$ cat src/hdl/tle_pkg.sv
// ----------------------------------------------------------------------------
// Terminal line editor package
// Shared constants, codes and the command and status bundles between the
// controller and the datapath.
// ----------------------------------------------------------------------------
package tle_pkg;

  localparam int DEFAULT_RING_SIZE = 128;
  localparam int ERASE_W           = 7;

  localparam logic [7:0] CH_BS  = 8'h08;
  localparam logic [7:0] CH_DEL = 8'h7F;
  localparam logic [7:0] CH_ETB = 8'h17;
  localparam logic [7:0] CH_NAK = 8'h15;
  localparam logic [7:0] CH_CR  = 8'h0D;
  localparam logic [7:0] CH_LF  = 8'h0A;
  localparam logic [7:0] CH_BEL = 8'h07;
  localparam logic [7:0] CH_SP  = 8'h20;
  localparam logic [7:0] CH_TAB = 8'h09;

  localparam logic       OP_RX   = 1'b0;
  localparam logic       OP_READ = 1'b1;

  localparam logic [3:0] MAX_STREAM = 4'd2;

  localparam logic [1:0] ST_OK      = 2'd0;
  localparam logic [1:0] ST_BUSY    = 2'd1;
  localparam logic [1:0] ST_BAD     = 2'd2;
  localparam logic [1:0] ST_NO_LINE = 2'd3;

  // Class of the item held in the datapath.
  typedef enum logic [3:0] {
    CLS_READ_BAD,
    CLS_READ_NO_LINE,
    CLS_READ,
    CLS_BUSY,
    CLS_CR,
    CLS_BACKSPACE,
    CLS_WORD,
    CLS_KILL,
    CLS_CHAR
  } cls_t;

  typedef enum logic [2:0] {
    S_IDLE,
    S_DECODE,
    S_RD_WAIT,
    S_WE_REQ,
    S_WE_CHK,
    S_EMIT
  } state_t;

  typedef struct packed {
    logic capture;
    logic exec;
    logic rd_issue;
    logic rd_finish;
    logic we_issue;
    logic we_step;
    logic emit;
  } cmd_t;

  typedef struct packed {
    cls_t kind;
    logic len_zero;
    logic white;
    logic out_full;
  } sts_t;

endpackage

$ cat src/hdl/tle_in_if.sv
// ----------------------------------------------------------------------------
// Input channel
// Valid/ready channel carrying one received byte or read request.
// ----------------------------------------------------------------------------
interface tle_in_if;
  logic       valid;
  logic       ready;
  logic       opcode;
  logic [3:0] stream_id;
  logic [7:0] rx_byte;

  modport source (output valid, output opcode, output stream_id, output rx_byte,
                  input ready);
  modport sink (input valid, input opcode, input stream_id, input rx_byte,
                output ready);
endinterface

$ cat src/hdl/tle_out_if.sv
// ----------------------------------------------------------------------------
// Output channel
// Valid/ready channel carrying one result per accepted item.
// ----------------------------------------------------------------------------
interface tle_out_if;
  logic       valid;
  logic       ready;
  logic [1:0] status;
  logic [1:0] echo_count;
  logic [7:0] echo_first;
  logic [7:0] echo_second;
  logic [6:0] erase_count;
  logic [7:0] read_byte;
  logic       last_of_line;

  modport source (output valid, output status, output echo_count,
                  output echo_first, output echo_second, output erase_count,
                  output read_byte, output last_of_line, input ready);
  modport sink (input valid, input status, input echo_count, input echo_first,
                input echo_second, input erase_count, input read_byte,
                input last_of_line, output ready);
endinterface

$ cat src/hdl/terminal_line_editor_top.sv
// Sequence: each item is accepted, decoded and handed over to the output
// register; a read request adds a wait for the registered read of the line
// memory, and a word erase checks one character per memory read before the
// hand-over. A new item is accepted only after the last one is handed over,
// and the hand-over waits while the output register is occupied.
// Reset (rst, synchronous): empty line, editing mode, no result pending; the
// line memory is not cleared and needs no clearing pass.
// ----------------------------------------------------------------------------
// Terminal line editor
// Canonical line editing of terminal input with echo and erase reporting,
// and byte-wise reading of a finished line.
// ----------------------------------------------------------------------------
module terminal_line_editor_top #(
  parameter int RING_SIZE = tle_pkg::DEFAULT_RING_SIZE
) (
  input logic       clk,
  input logic       rst,
  tle_in_if.sink    in_ch,
  tle_out_if.source out_ch
);

  tle_pkg::cmd_t cmd;
  tle_pkg::sts_t sts;
  logic          in_ready;

  assign in_ch.ready = in_ready;

  tle_ctrl u_ctrl (
    .clk      (clk),
    .rst      (rst),
    .in_valid (in_ch.valid),
    .in_ready (in_ready),
    .sts      (sts),
    .cmd      (cmd)
  );

  tle_dp #(
    .RING_SIZE (RING_SIZE)
  ) u_dp (
    .clk          (clk),
    .rst          (rst),
    .cmd          (cmd),
    .sts          (sts),
    .opcode       (in_ch.opcode),
    .stream_id    (in_ch.stream_id),
    .rx_byte      (in_ch.rx_byte),
    .res_valid    (out_ch.valid),
    .res_ready    (out_ch.ready),
    .status       (out_ch.status),
    .echo_count   (out_ch.echo_count),
    .echo_first   (out_ch.echo_first),
    .echo_second  (out_ch.echo_second),
    .erase_count  (out_ch.erase_count),
    .read_byte    (out_ch.read_byte),
    .last_of_line (out_ch.last_of_line)
  );

endmodule

$ cat src/hdl/tle_ctrl.sv
// ----------------------------------------------------------------------------
// Terminal line editor controller
// Sequences capture, decode, memory reads, the word erase walk and the
// hand-over of each result to the output register.
// ----------------------------------------------------------------------------
module tle_ctrl (
  input  logic          clk,
  input  logic          rst,
  input  logic          in_valid,
  output logic          in_ready,
  input  tle_pkg::sts_t sts,
  output tle_pkg::cmd_t cmd
);

  tle_pkg::state_t state, state_next;

  always_ff @(posedge clk) begin
    if (rst) begin
      state <= tle_pkg::S_IDLE;
    end else begin
      state <= state_next;
    end
  end

  always_comb begin
    state_next = state;
    cmd        = '0;
    in_ready   = 1'b0;
    unique case (state)
      tle_pkg::S_IDLE: begin
        in_ready = 1'b1;
        if (in_valid) begin
          cmd.capture = 1'b1;
          state_next  = tle_pkg::S_DECODE;
        end
      end
      tle_pkg::S_DECODE: begin
        case (sts.kind)
          tle_pkg::CLS_READ: begin
            cmd.rd_issue = 1'b1;
            state_next   = tle_pkg::S_RD_WAIT;
          end
          tle_pkg::CLS_WORD: begin
            state_next = tle_pkg::S_WE_REQ;
          end
          default: begin
            cmd.exec   = 1'b1;
            state_next = tle_pkg::S_EMIT;
          end
        endcase
      end
      tle_pkg::S_RD_WAIT: begin
        cmd.rd_finish = 1'b1;
        state_next    = tle_pkg::S_EMIT;
      end
      tle_pkg::S_WE_REQ: begin
        if (sts.len_zero) begin
          state_next = tle_pkg::S_EMIT;
        end else begin
          cmd.we_issue = 1'b1;
          state_next   = tle_pkg::S_WE_CHK;
        end
      end
      tle_pkg::S_WE_CHK: begin
        // The character before the cursor is now on the memory read port.
        if (sts.white) begin
          state_next = tle_pkg::S_EMIT;
        end else begin
          cmd.we_step = 1'b1;
          state_next  = tle_pkg::S_WE_REQ;
        end
      end
      tle_pkg::S_EMIT: begin
        if (!sts.out_full) begin
          cmd.emit   = 1'b1;
          state_next = tle_pkg::S_IDLE;
        end
      end
      default: begin
        state_next = tle_pkg::S_IDLE;
      end
    endcase
  end

  a_emit_slot_free: assert property (@(posedge clk) disable iff (rst)
    cmd.emit |-> !sts.out_full)
    else $error("result handed over while the output register is occupied");

  a_capture_decode: assert property (@(posedge clk) disable iff (rst)
    (state == tle_pkg::S_IDLE && in_valid) |=> state == tle_pkg::S_DECODE)
    else $error("accepted item not decoded in the following cycle");

endmodule

$ cat src/hdl/tle_dp.sv
// ----------------------------------------------------------------------------
// Terminal line editor datapath
// Line memory, length and read position, item decode, result assembly and
// the output register.
// ----------------------------------------------------------------------------
module tle_dp #(
  parameter int RING_SIZE = tle_pkg::DEFAULT_RING_SIZE
) (
  input  logic          clk,
  input  logic          rst,
  input  tle_pkg::cmd_t cmd,
  output tle_pkg::sts_t sts,
  input  logic          opcode,
  input  logic [3:0]    stream_id,
  input  logic [7:0]    rx_byte,
  output logic          res_valid,
  input  logic          res_ready,
  output logic [1:0]    status,
  output logic [1:0]    echo_count,
  output logic [7:0]    echo_first,
  output logic [7:0]    echo_second,
  output logic [6:0]    erase_count,
  output logic [7:0]    read_byte,
  output logic          last_of_line
);

  localparam int LW  = $clog2(RING_SIZE);
  localparam int LW1 = LW + 1;
  localparam logic [LW:0] LEN_LIMIT = LW1'(RING_SIZE - 2);

  logic [7:0] mem [RING_SIZE];
  logic [7:0] mem_q;
  logic          mem_we;
  logic [LW-1:0] mem_waddr;
  logic [7:0]    mem_wdata;
  logic          mem_re;
  logic [LW-1:0] mem_raddr;

  logic [LW-1:0] length;
  logic [LW-1:0] read_position;
  logic          line_ready;

  logic       item_opcode;
  logic [3:0] item_stream;
  logic [7:0] item_byte;

  logic [1:0]  res_status;
  logic [1:0]  res_ecount;
  logic [7:0]  res_efirst;
  logic [7:0]  res_esecond;
  logic [6:0]  res_erased;
  logic [7:0]  res_rbyte;
  logic        res_last;

  logic [LW-1:0] len_dec;
  logic [LW:0]   pos_inc;
  logic          line_full;
  tle_pkg::cls_t kind;

  assign len_dec   = length - LW'(1);
  assign pos_inc   = {1'b0, read_position} + LW1'(1);
  assign line_full = {1'b0, length} >= LEN_LIMIT;

  always_comb begin
    if (item_opcode == tle_pkg::OP_READ) begin
      if (item_stream > tle_pkg::MAX_STREAM) begin
        kind = tle_pkg::CLS_READ_BAD;
      end else if (!line_ready) begin
        kind = tle_pkg::CLS_READ_NO_LINE;
      end else begin
        kind = tle_pkg::CLS_READ;
      end
    end else if (line_ready) begin
      kind = tle_pkg::CLS_BUSY;
    end else if (item_byte == tle_pkg::CH_CR) begin
      kind = tle_pkg::CLS_CR;
    end else if (item_byte == tle_pkg::CH_BS || item_byte == tle_pkg::CH_DEL) begin
      kind = tle_pkg::CLS_BACKSPACE;
    end else if (item_byte == tle_pkg::CH_ETB) begin
      kind = tle_pkg::CLS_WORD;
    end else if (item_byte == tle_pkg::CH_NAK) begin
      kind = tle_pkg::CLS_KILL;
    end else begin
      kind = tle_pkg::CLS_CHAR;
    end
  end

  assign sts.kind     = kind;
  assign sts.len_zero = (length == '0);
  assign sts.white    = (mem_q == tle_pkg::CH_SP) ||
                        (mem_q >= tle_pkg::CH_TAB && mem_q <= tle_pkg::CH_CR);
  assign sts.out_full = res_valid && !res_ready;

  // Memory ports: a newline, or a received character byte while the line is not full, is written at the cursor.
  always_comb begin
    mem_we    = 1'b0;
    mem_waddr = length;
    mem_wdata = item_byte;
    if (cmd.exec && kind == tle_pkg::CLS_CR) begin
      mem_we    = 1'b1;
      mem_wdata = tle_pkg::CH_LF;
    end else if (cmd.exec && kind == tle_pkg::CLS_CHAR && !line_full) begin
      mem_we = 1'b1;
    end
    mem_re    = cmd.rd_issue || cmd.we_issue;
    mem_raddr = cmd.rd_issue ? read_position : len_dec;
  end

  always_ff @(posedge clk) begin
    if (mem_we) begin
      mem[mem_waddr] <= mem_wdata;
    end
  end

  always_ff @(posedge clk) begin
    if (mem_re) begin
      mem_q <= mem[mem_raddr];
    end
  end

  always_ff @(posedge clk) begin
    if (cmd.capture) begin
      item_opcode <= opcode;
      item_stream <= stream_id;
      item_byte   <= rx_byte;
    end
  end

  // Line state.
  always_ff @(posedge clk) begin
    if (rst) begin
      length        <= '0;
      read_position <= '0;
      line_ready    <= 1'b0;
    end else if (cmd.exec) begin
      case (kind)
        tle_pkg::CLS_CR: begin
          length        <= length + LW'(1);
          read_position <= '0;
          line_ready    <= 1'b1;
        end
        tle_pkg::CLS_BACKSPACE: begin
          if (length != '0) begin
            length <= len_dec;
          end
        end
        tle_pkg::CLS_KILL: begin
          length <= '0;
        end
        tle_pkg::CLS_CHAR: begin
          if (!line_full) begin
            length <= length + LW'(1);
          end
        end
        default: begin
        end
      endcase
    end else if (cmd.we_step) begin
      length <= len_dec;
    end else if (cmd.rd_finish) begin
      if (pos_inc >= {1'b0, length}) begin
        line_ready    <= 1'b0;
        length        <= '0;
        read_position <= '0;
      end else begin
        read_position <= pos_inc[LW-1:0];
      end
    end
  end

  // Result assembly.
  always_ff @(posedge clk) begin
    if (cmd.capture) begin
      res_status  <= tle_pkg::ST_OK;
      res_ecount  <= 2'd0;
      res_efirst  <= 8'd0;
      res_esecond <= 8'd0;
      res_erased  <= 7'd0;
      res_rbyte   <= 8'd0;
      res_last    <= 1'b0;
    end else if (cmd.exec) begin
      case (kind)
        tle_pkg::CLS_READ_BAD:     res_status <= tle_pkg::ST_BAD;
        tle_pkg::CLS_READ_NO_LINE: res_status <= tle_pkg::ST_NO_LINE;
        tle_pkg::CLS_BUSY:         res_status <= tle_pkg::ST_BUSY;
        tle_pkg::CLS_CR: begin
          res_ecount  <= 2'd2;
          res_efirst  <= tle_pkg::CH_CR;
          res_esecond <= tle_pkg::CH_LF;
        end
        tle_pkg::CLS_BACKSPACE: begin
          if (length == '0) begin
            res_ecount <= 2'd1;
            res_efirst <= tle_pkg::CH_BEL;
          end else begin
            res_erased <= 7'd1;
          end
        end
        tle_pkg::CLS_KILL: begin
          res_erased <= tle_pkg::ERASE_W'(length);
        end
        tle_pkg::CLS_CHAR: begin
          res_ecount <= 2'd1;
          res_efirst <= line_full ? tle_pkg::CH_BEL : item_byte;
        end
        default: begin
        end
      endcase
    end else if (cmd.we_step) begin
      res_erased <= res_erased + 7'd1;
    end else if (cmd.rd_finish) begin
      res_rbyte <= mem_q;
      res_last  <= (pos_inc >= {1'b0, length});
    end
  end

  // Output register: a finished result waits here while the next item starts.
  always_ff @(posedge clk) begin
    if (rst) begin
      res_valid <= 1'b0;
    end else if (cmd.emit) begin
      res_valid <= 1'b1;
    end else if (res_ready) begin
      res_valid <= 1'b0;
    end
  end

  always_ff @(posedge clk) begin
    if (cmd.emit) begin
      status       <= res_status;
      echo_count   <= res_ecount;
      echo_first   <= res_efirst;
      echo_second  <= res_esecond;
      erase_count  <= res_erased;
      read_byte    <= res_rbyte;
      last_of_line <= res_last;
    end
  end

  a_ready_has_line: assert property (@(posedge clk) disable iff (rst)
    line_ready |-> length != '0)
    else $error("line marked ready with zero length");

  a_read_in_line: assert property (@(posedge clk) disable iff (rst)
    line_ready |-> read_position < length)
    else $error("read position beyond the end of the ready line");

endmodule

$ cat src/flat_wrapper.sv
// flat-port wrapper written by rule: the top's interface ports become plain ports
module terminal_line_editor_top_flat 
#(
  parameter int RING_SIZE = tle_pkg::DEFAULT_RING_SIZE
)
  (clk, rst, in_ch_valid, in_ch_opcode, in_ch_stream_id, in_ch_rx_byte, in_ch_ready, out_ch_valid, out_ch_status, out_ch_echo_count, out_ch_echo_first, out_ch_echo_second, out_ch_erase_count, out_ch_read_byte, out_ch_last_of_line, out_ch_ready);
  tle_in_if in_ch_i ();
  tle_out_if out_ch_i ();
  input logic clk;
  input logic rst;
  input wire logic [$bits(in_ch_i.valid)-1:0] in_ch_valid;
  input wire logic [$bits(in_ch_i.opcode)-1:0] in_ch_opcode;
  input wire logic [$bits(in_ch_i.stream_id)-1:0] in_ch_stream_id;
  input wire logic [$bits(in_ch_i.rx_byte)-1:0] in_ch_rx_byte;
  output wire logic [$bits(in_ch_i.ready)-1:0] in_ch_ready;
  output wire logic [$bits(out_ch_i.valid)-1:0] out_ch_valid;
  output wire logic [$bits(out_ch_i.status)-1:0] out_ch_status;
  output wire logic [$bits(out_ch_i.echo_count)-1:0] out_ch_echo_count;
  output wire logic [$bits(out_ch_i.echo_first)-1:0] out_ch_echo_first;
  output wire logic [$bits(out_ch_i.echo_second)-1:0] out_ch_echo_second;
  output wire logic [$bits(out_ch_i.erase_count)-1:0] out_ch_erase_count;
  output wire logic [$bits(out_ch_i.read_byte)-1:0] out_ch_read_byte;
  output wire logic [$bits(out_ch_i.last_of_line)-1:0] out_ch_last_of_line;
  input wire logic [$bits(out_ch_i.ready)-1:0] out_ch_ready;
  assign in_ch_i.valid = in_ch_valid;
  assign in_ch_i.opcode = in_ch_opcode;
  assign in_ch_i.stream_id = in_ch_stream_id;
  assign in_ch_i.rx_byte = in_ch_rx_byte;
  assign in_ch_ready = in_ch_i.ready;
  assign out_ch_valid = out_ch_i.valid;
  assign out_ch_status = out_ch_i.status;
  assign out_ch_echo_count = out_ch_i.echo_count;
  assign out_ch_echo_first = out_ch_i.echo_first;
  assign out_ch_echo_second = out_ch_i.echo_second;
  assign out_ch_erase_count = out_ch_i.erase_count;
  assign out_ch_read_byte = out_ch_i.read_byte;
  assign out_ch_last_of_line = out_ch_i.last_of_line;
  assign out_ch_i.ready = out_ch_ready;
  terminal_line_editor_top #(.RING_SIZE(RING_SIZE)) u_core (.clk(clk), .rst(rst), .in_ch(in_ch_i), .out_ch(out_ch_i));
endmodule
$ cat config.mk
export PLATFORM = sky130hd
export DESIGN_NAME = terminal_line_editor_top_flat
export DESIGN_NICKNAME = d
export VERILOG_FILES = /design/src/hdl/tle_pkg.sv /design/src/hdl/tle_in_if.sv /design/src/hdl/tle_out_if.sv /design/src/hdl/terminal_line_editor_top.sv /design/src/hdl/tle_ctrl.sv /design/src/hdl/tle_dp.sv /design/src/flat_wrapper.sv
export SDC_FILE = /design/constraint.sdc
export NUM_CORES = 2
export LEC_CHECK = 0
export ABC_CLOCK_PERIOD_IN_PS = 6300
export BUFFER_PORTS_ARGS = -buffer_cell sky130_fd_sc_hd__buf_4
export CORE_AREA = 3 3 516 262
export CTS_CLUSTER_DIAMETER = 150
export CTS_CLUSTER_SIZE = 14
export DETAILED_ROUTE_END_ITERATION = 12
export DIE_AREA = 0 0 519 265
export GPL_TIMING_DRIVEN = 1
export PLACE_DENSITY = 0.48
export SLEW_MARGIN = 20
export SYNTH_ARGS = -nofsm -noshare
export SYNTH_HDL_FRONTEND = slang
export SYNTH_SLANG_ARGS = --single-unit
$ cat constraint.sdc
create_clock -name clk -period 6.3 [get_ports clk]
set_input_delay 0.315 -clock clk [delete_from_list [all_inputs] [get_ports clk]]
set_output_delay 0.315 -clock clk [all_outputs]
set_load 0.005 [all_outputs]
# Word level (Yosys, flattened, before mapping)
# Memory sizes are Yosys's and may differ from the RTL's. A register that Yosys moved wholly into a read port is not among the register bits.
# Cells that the tools add are included.
# totals
memories	1
input_bits	17
register_bits	90
wordCells	157
out_inout_bits	38
ramBits	1024
# classes
eq_ne	29
reduce_logical	32
bitwise_logic	2
magnitude_cmp	5
n_addsub	4
n_mux	62
# mem_list
name	depth	width	rd	rd_clocked_by_memory_dff	write_ports	line	text
u_core.u_dp.mem	128	8	1	1	1	tle_dp.sv:31	logic [7:0] mem [RING_SIZE];
# op_table
op	n
2-to-1 mux 7 bit	15
one-hot mux 7 bit (4 select lines)	1
2-to-1 mux 1 bit	24
2-to-1 mux 4 bit	6
2-to-1 mux 8 bit	3
one-hot mux 8 bit (3 select lines)	1
one-hot mux 3 bit (6 select lines)	1
equality test 4 x 3 -> 1 bit (second input constant)	4
equality test 8 x 4 -> 1 bit (second input constant)	2
equality test 8 x 5 -> 1 bit (second input constant)	2
adder 7 x 1 -> 7 bit (second input constant)	2
one-hot mux 7 bit (2 select lines)	1
one-hot mux 2 bit (3 select lines)	2
AND reduction 3 bit	4
nonzero test 3 bit	4
2-to-1 mux 3 bit	3
inequality test 3 bit (second input constant)	3
adder 7 x 1 -> 8 bit (second input constant)	1
equality test 4 x 2 -> 1 bit (second input constant)	2
equality test 8 x 6 -> 1 bit (second input constant)	1
equality test 8 x 7 -> 1 bit (second input constant)	1
greater-or-equal comparator 8 x 4 -> 1 bit (second input constant)	1
greater-or-equal comparator 8 x 7 -> 1 bit	1
less-or-equal comparator 8 x 4 -> 1 bit (second input constant)	1
other kinds (27)	48

# Longest topological paths before layout
# logic_depth
ltp_word	17
depth_mapped	16

# Hierarchy
# From an unflattened synthesis, not the netlist that was laid out.
# hier_totals
hier_cells	3131
hier_area_um2	45035.7
# by_module_without_submodules
module	area_each_um2	cells_each	seq_area_each_um2	instances
tle_dp	44737.9	3096	33151.8	1
tle_ctrl	297.8	35	60.1	1

# Worst setup path before layout
# Ideal clock, no wire load.
# synth_timing
path_type	register -> register
from	register u_core.u_dp.item_opcode
to	memory u_core.u_dp.mem[0][0], data pin
path_stages_with_launch	10
t_arrival_ps	5310
period_less_slack_ps	6140
path_slack_ps	160
setup_time_ps	830
path_cell_list	edfxtp_1 -> nor2_1 -> o21ai_2 -> o31ai_2 -> buf_2 -> o21ai_0 -> and2_1 -> buf_2 -> and2_1 -> nor2b_1
# synth_between
elab_chain_cells	7
word_cells_on_any_way	9
cone_classes	eq/ne: 3; mux: 4; reduce/logical: 2
# synth_lines
item	line	text
start: declaration	tle_dp.sv:43	logic item_opcode;
start signal: assignment	tle_dp.sv:123	item_opcode <= opcode;
2-to-1 mux 4 bit (*)	tle_dp.sv:65	if (item_opcode == tle_pkg::OP_READ) begin
equality test 4 x 3 -> 1 bit or equality test 4 x 2 -> 1 bit (tied branches)	tle_ctrl.sv:38	case (sts.kind)
OR reduction 2 bit (no line)	-	
2-to-1 mux 1 bit	tle_ctrl.sv:38	
2-to-1 mux 2 bit	tle_ctrl.sv:29	unique case (state)
logical AND 1 bit (*)	tle_dp.sv:99	if (cmd.exec && kind == tle_pkg::CLS_CR) begin
2-to-1 mux 8 bit (*)	tle_dp.sv:99	
named net u_core.u_dp.mem_wdata[0]	tle_dp.sv:35	logic [7:0] mem_wdata;
end: declaration	tle_dp.sv:31	
# Mark *: on every way through the listed nets, which the timed path passes. The rest lies on a longest branch.

# Final worst setup path
# layout_timing
from	register u_core.u_dp.item_byte[5]
to	register u_core.u_dp.mem_q[0] (read register of u_core.u_dp.mem), data pin
# layout_between
elab_chain_cells	11
word_cells_on_any_way	17
cone_classes	eq/ne: 6; mux: 9; reduce/logical: 2
# layout_lines
item	line	text
start: declaration	tle_dp.sv:45	logic [7:0] item_byte;
start signal: assignment	tle_dp.sv:125	item_byte <= rx_byte;
equality test 8 x 5 -> 1 bit	tle_dp.sv:81	end else if (item_byte == tle_pkg::CH_NAK) begin
2-to-1 mux 4 bit	tle_dp.sv:81	
2-to-1 mux 4 bit	tle_dp.sv:79	end else if (item_byte == tle_pkg::CH_ETB) begin
2-to-1 mux 4 bit	tle_dp.sv:77	end else if (item_byte == tle_pkg::CH_BS || item_byte == tle_pkg::CH_DEL) begin
2-to-1 mux 4 bit (*)	tle_dp.sv:75	end else if (item_byte == tle_pkg::CH_CR) begin
2-to-1 mux 4 bit (*)	tle_dp.sv:73	end else if (line_ready) begin
2-to-1 mux 4 bit (*)	tle_dp.sv:65	
equality test 4 x 2 -> 1 bit (*)	tle_ctrl.sv:38	
2-to-1 mux 1 bit (*)	tle_ctrl.sv:38	
2-to-1 mux 2 bit (*)	tle_ctrl.sv:29	
2-to-1 mux 7 bit or logical OR 1 bit (tied branches)	tle_dp.sv:106, tle_dp.sv:105	
end: declaration	tle_dp.sv:32	logic [7:0] mem_q;
# Every way passes the cells marked *; elsewhere a longest branch is shown, timed or not.
# A chain may end at the register's enable or synchronous reset.

==> metrics.md <==
| Metric | Value |
|---|---|
| Status | completed |
| Pwr dens | roughly 320 nW/µm² |
| Critical Setup Path Class | flop to flop |
| Syn avg cell area | 14.90 µm² |
| Routing usage on met2 | roughly 30% |
| Worst EP required | 6.69 ns |
| DR vias/cell | about 5.6 |
| Vias | roughly 28,000 |
| Worst-path clk slew | approximately 0.08 ns |
| CP max stage delay | roughly 0.73 ns |
| Share of cells above drive strength 1 | between 10% and 20% |
| DP Area | just under 50,000 µm² |
| Placed insts | between 4,000 and 5,000 |
| Vias in the first global route | 26,570 |
| Fillers | roughly 12,000 |
| Worst vdd ir | ~0.19 mV |
| Crit path buf inv count | 2 |
| CP Data Arrival Time | 5.69 ns |
| Global routing usage on met1 | roughly 30% |
| CTS tree | built |
| Clk sinks | between 1,000 and 1,500 |
| Multi-input gate area | around 12,000 µm² |
| Static leakage | 15.90 nW |
| Initial antenna violation count | 2 |
| Setup TNS Final | 0 ns |
| Drt wl/cell | 28.32 µm |
| Number of I/O port buffers | 48 |
| EDFF count, synth | approximately 1,100 |
| Post-route antenna net violation count | 0 |
| Crit-path leading delay family | simple AND/OR/NAND/NOR gates |
| Hold WC Path Type | input port to flop |
| Clock skew | a little under 0.04 ns |
| GRT Residual Overflow | 0 |
| Max FO, Critical Path | 40 |
| Row count | between 90 and 100 |
| Register area | 33,210 µm² |
| # setup viols final | 0 |
| Die area | 137,500 µm² |
| Yosys warning count | 0 |
| Worst-Margin Slew | between 1 and 1.5 ns |
| Post-synth top cells | edfxtp_1, nand2_1, a21oi_1, nor2_1, mux2i_1 |
| Core area | around 130,000 µm² |
| Die Y | ~270 µm |
| Detailed Place HPWL | roughly 89,000 µm |
| Fin area | slightly above 50,000 µm² |
| IO Pins | 55 |
| Die width | slightly above 500 µm |
| RSZ-0062 raised after global routing | false |
| Final Net Count | 3,173 |
| Dominant cell type by area after synthesis | edfxtp_1 |
| Fin crit share | 84.07% |
| Total Power | roughly 16 mW |
| First-pass GRT wire length | about 200,000 µm |
| Synth Flop Type | edfxtp_1 |
| Max-cap viol count | 0 |
| Worst-path cell chain | buf_4 -> or4b_1 -> o21ai_2 -> o31a_4 -> nor3_4 -> nor2_8 -> buf_12 -> mux2i_1 -> o22ai_1 -> or4_1 -> a41oi_1 -> a32oi_1 |
| Async set-reset flop share out of synthesis | 0% |
| Netlist cell types | 82 |
| Cell Count, Final, Fillers Out | approximately 4,900 |
| Mapped cell area | approximately 46,000 µm² |
| Synth Instances | between 3,000 and 4,000 |
| Fin. max-slew vios | 0 |
| M3 GR Usage | under 10% |
| GP Congestion | 0.8747 |
| Slowest stage cell, crit path | nor2_8 |
| Maximum clock insertion buffer count | 3 |
| CTS buffer count | 90 |
| Final Hold Fails | 0 |
| Flops & latches, synth | 1,122 |
| Iter 0 DRT Violations | around 3,400 |
| Share of the synthesized area in the top cell type | a little over two thirds |
| Worst-Skew Late Latency | between 0.7 and 0.8 ns |
| CP endpoint kind | flop |
| Total wire length | roughly 140,000 µm |
| Peak Freq | approximately 190 MHz |
| Max_slew headroom | 28.38% |
| Pre-Repair DR Iteration Count | 6 |
| Residual DRC | 0 |
| Critical path startpoint category | flop |
| GRT Total Usage | 19.96% |
| Initial core utilization | 34.90% |
| Layout area overhead | 11.51% |
| Post-synthesis sequential area ratio | between 70% and 80% |
| GR peak layer | met2 |
| Clk root buf | clkbuf_16 |
| H-tree Lvls | 3 |
| Synth top area cells | edfxtp_1, mux4_2, nand2_1 |
| Min Clock Period, post-route | 5.297 ns |
| Largest net degree at the start of global routing | roughly 110 |
| Most numerous cell in the Yosys netlist | edfxtp_1 |
metrics by stage:
step | hold WS (ns) | util [%] | setup WS [ns]
floorplan | 0.3841 | - | 0.1602
global placement | 0.4137 | 36.92 | 1.098
detailed placement | 0.4172 | 36.93 | 1.041
CTS | 0.01238 | 38.92 | 0.9746
global route | 0.07117 | 38.92 | 0.7351
finish | 0.06455 | 38.92 | 1.003
worst paths after layout:
| check | from | cells after the start | to | slack [ns] |
|---|---|---|---|---|
| max | u_core.u_dp.item_byte[5]$_DFFE_PP_ | 12 | u_core.u_dp.mem_q[0]$_DFFE_PP_ | 1.00 |
| min | in_ch_valid | 5 | u_core.u_ctrl.state[1]$_SDFFE_PP0P_ | 0.06 |
| max reg2reg | u_core.u_dp.item_byte[5]$_DFFE_PP_ | 12 | u_core.u_dp.mem_q[0]$_DFFE_PP_ | 1.00 |
| min reg2reg | u_core.u_dp.res_efirst[0]$_SDFFE_PP0P_ | 0 | u_core.u_dp.echo_first[0]$_DFFE_PP_ | 0.43 |
tightest hold or removal path: stages:
cell,delay (ns)
buf_4,0.09
nor3_1,0.05
nand2b_1,0.06
nand3_1,0.08
nor3_1,0.12
per-layer routing:
layer  up-vias  part of all wire [%]
met4         0                   1.9
met1     14530                    46
met3       158                   8.3
li1      11990                     -
met5         -                     0
met2      1101                    44
cells by family after synthesis:
kind of cell | after synthesis | synth area share (%)
XOR/XNOR | 15 | 0.2873
multiplexers | 232 | 7.346
AO/OA/AOI/OAI | 599 | 8.282
adder cells (fa/ha/maj) | 13 | 0.3557
buffers and inverters | 214 | 2.525
AND/OR/NAND/NOR | 873 | 8.572
other | 1 | 0.008200
flip-flops | 1122 | 72.62
cell usage in the layout, fill, tap and decap left out, drive strengths merged, types with 9 or more instances in the layout:
cell type / n
a2111oi: 10
a211o: 18
a211oi: 20
a21oi: 253
a221oi: 12
a311oi: 13
a31oi: 11
a32oi: 18
and3: 21
buf: 159
clkbuf: 111
dfxtp: 48
dlygate4sd3: 15
edfxtp: 1074
ha: 13
inv: 17
mux2: 9
mux2i: 141
mux4: 82
nand2: 417
nand3: 86
nand4: 9
nor2: 192
nor3: 45
nor4: 28
o21ai: 109
o221ai: 11
o22ai: 49
o32ai: 9
or4: 40
xnor2: 10
where the power goes:
part / internal (mW) / switching, mW / leakage (nW)
registers: 8.27 / 0.0325 / 10.1
clock network: 2.64 / 2.63 / 1.19
logic: 0.784 / 1.76 / 4.65
flip-flops by register name, summed over array words and instances, names as in the netlist, 2 cells and up:
| signal | cells |
|---|---|
| u_core.u_dp.read_position | 7 |
| u_core.u_dp.status | 2 |
| u_core.u_dp.erase_count | 7 |
| u_core.u_dp.echo_first | 8 |
| u_core.u_dp.res_erased | 7 |
| u_core.u_dp.res_rbyte | 8 |
| u_core.u_dp.item_stream | 4 |
| u_core.u_dp.res_status | 2 |
| u_core.u_dp.res_efirst | 8 |
| u_core.u_dp.read_byte | 8 |
| u_core.u_dp.echo_count | 2 |
| u_core.u_dp.item_byte | 8 |
| u_core.u_dp.mem | 1024 |
| u_core.u_dp.length | 7 |
| u_core.u_ctrl.state | 3 |
| u_core.u_dp.res_ecount | 2 |
| u_core.u_dp.mem_q | 8 |
cell type report:
type                       count  area share, %
sequential                  1122          65.13
multi-input combinational   1738          22.64
clock buffer                 111          4.654
tap                         1776          4.358
timing repair buffer         174          2.930
clock inverter                 6         0.1619
inverter                      17         0.1251
antenna                        1       0.004907
repair_timing:
action                    in CTS  in global routing
resized for setup              0                  0
hold endpoints to repair      27                  0
setup buffers                  0                  0
hold buffers                  15                  0
No activity file was read; power rests on OpenSTA's default activity.
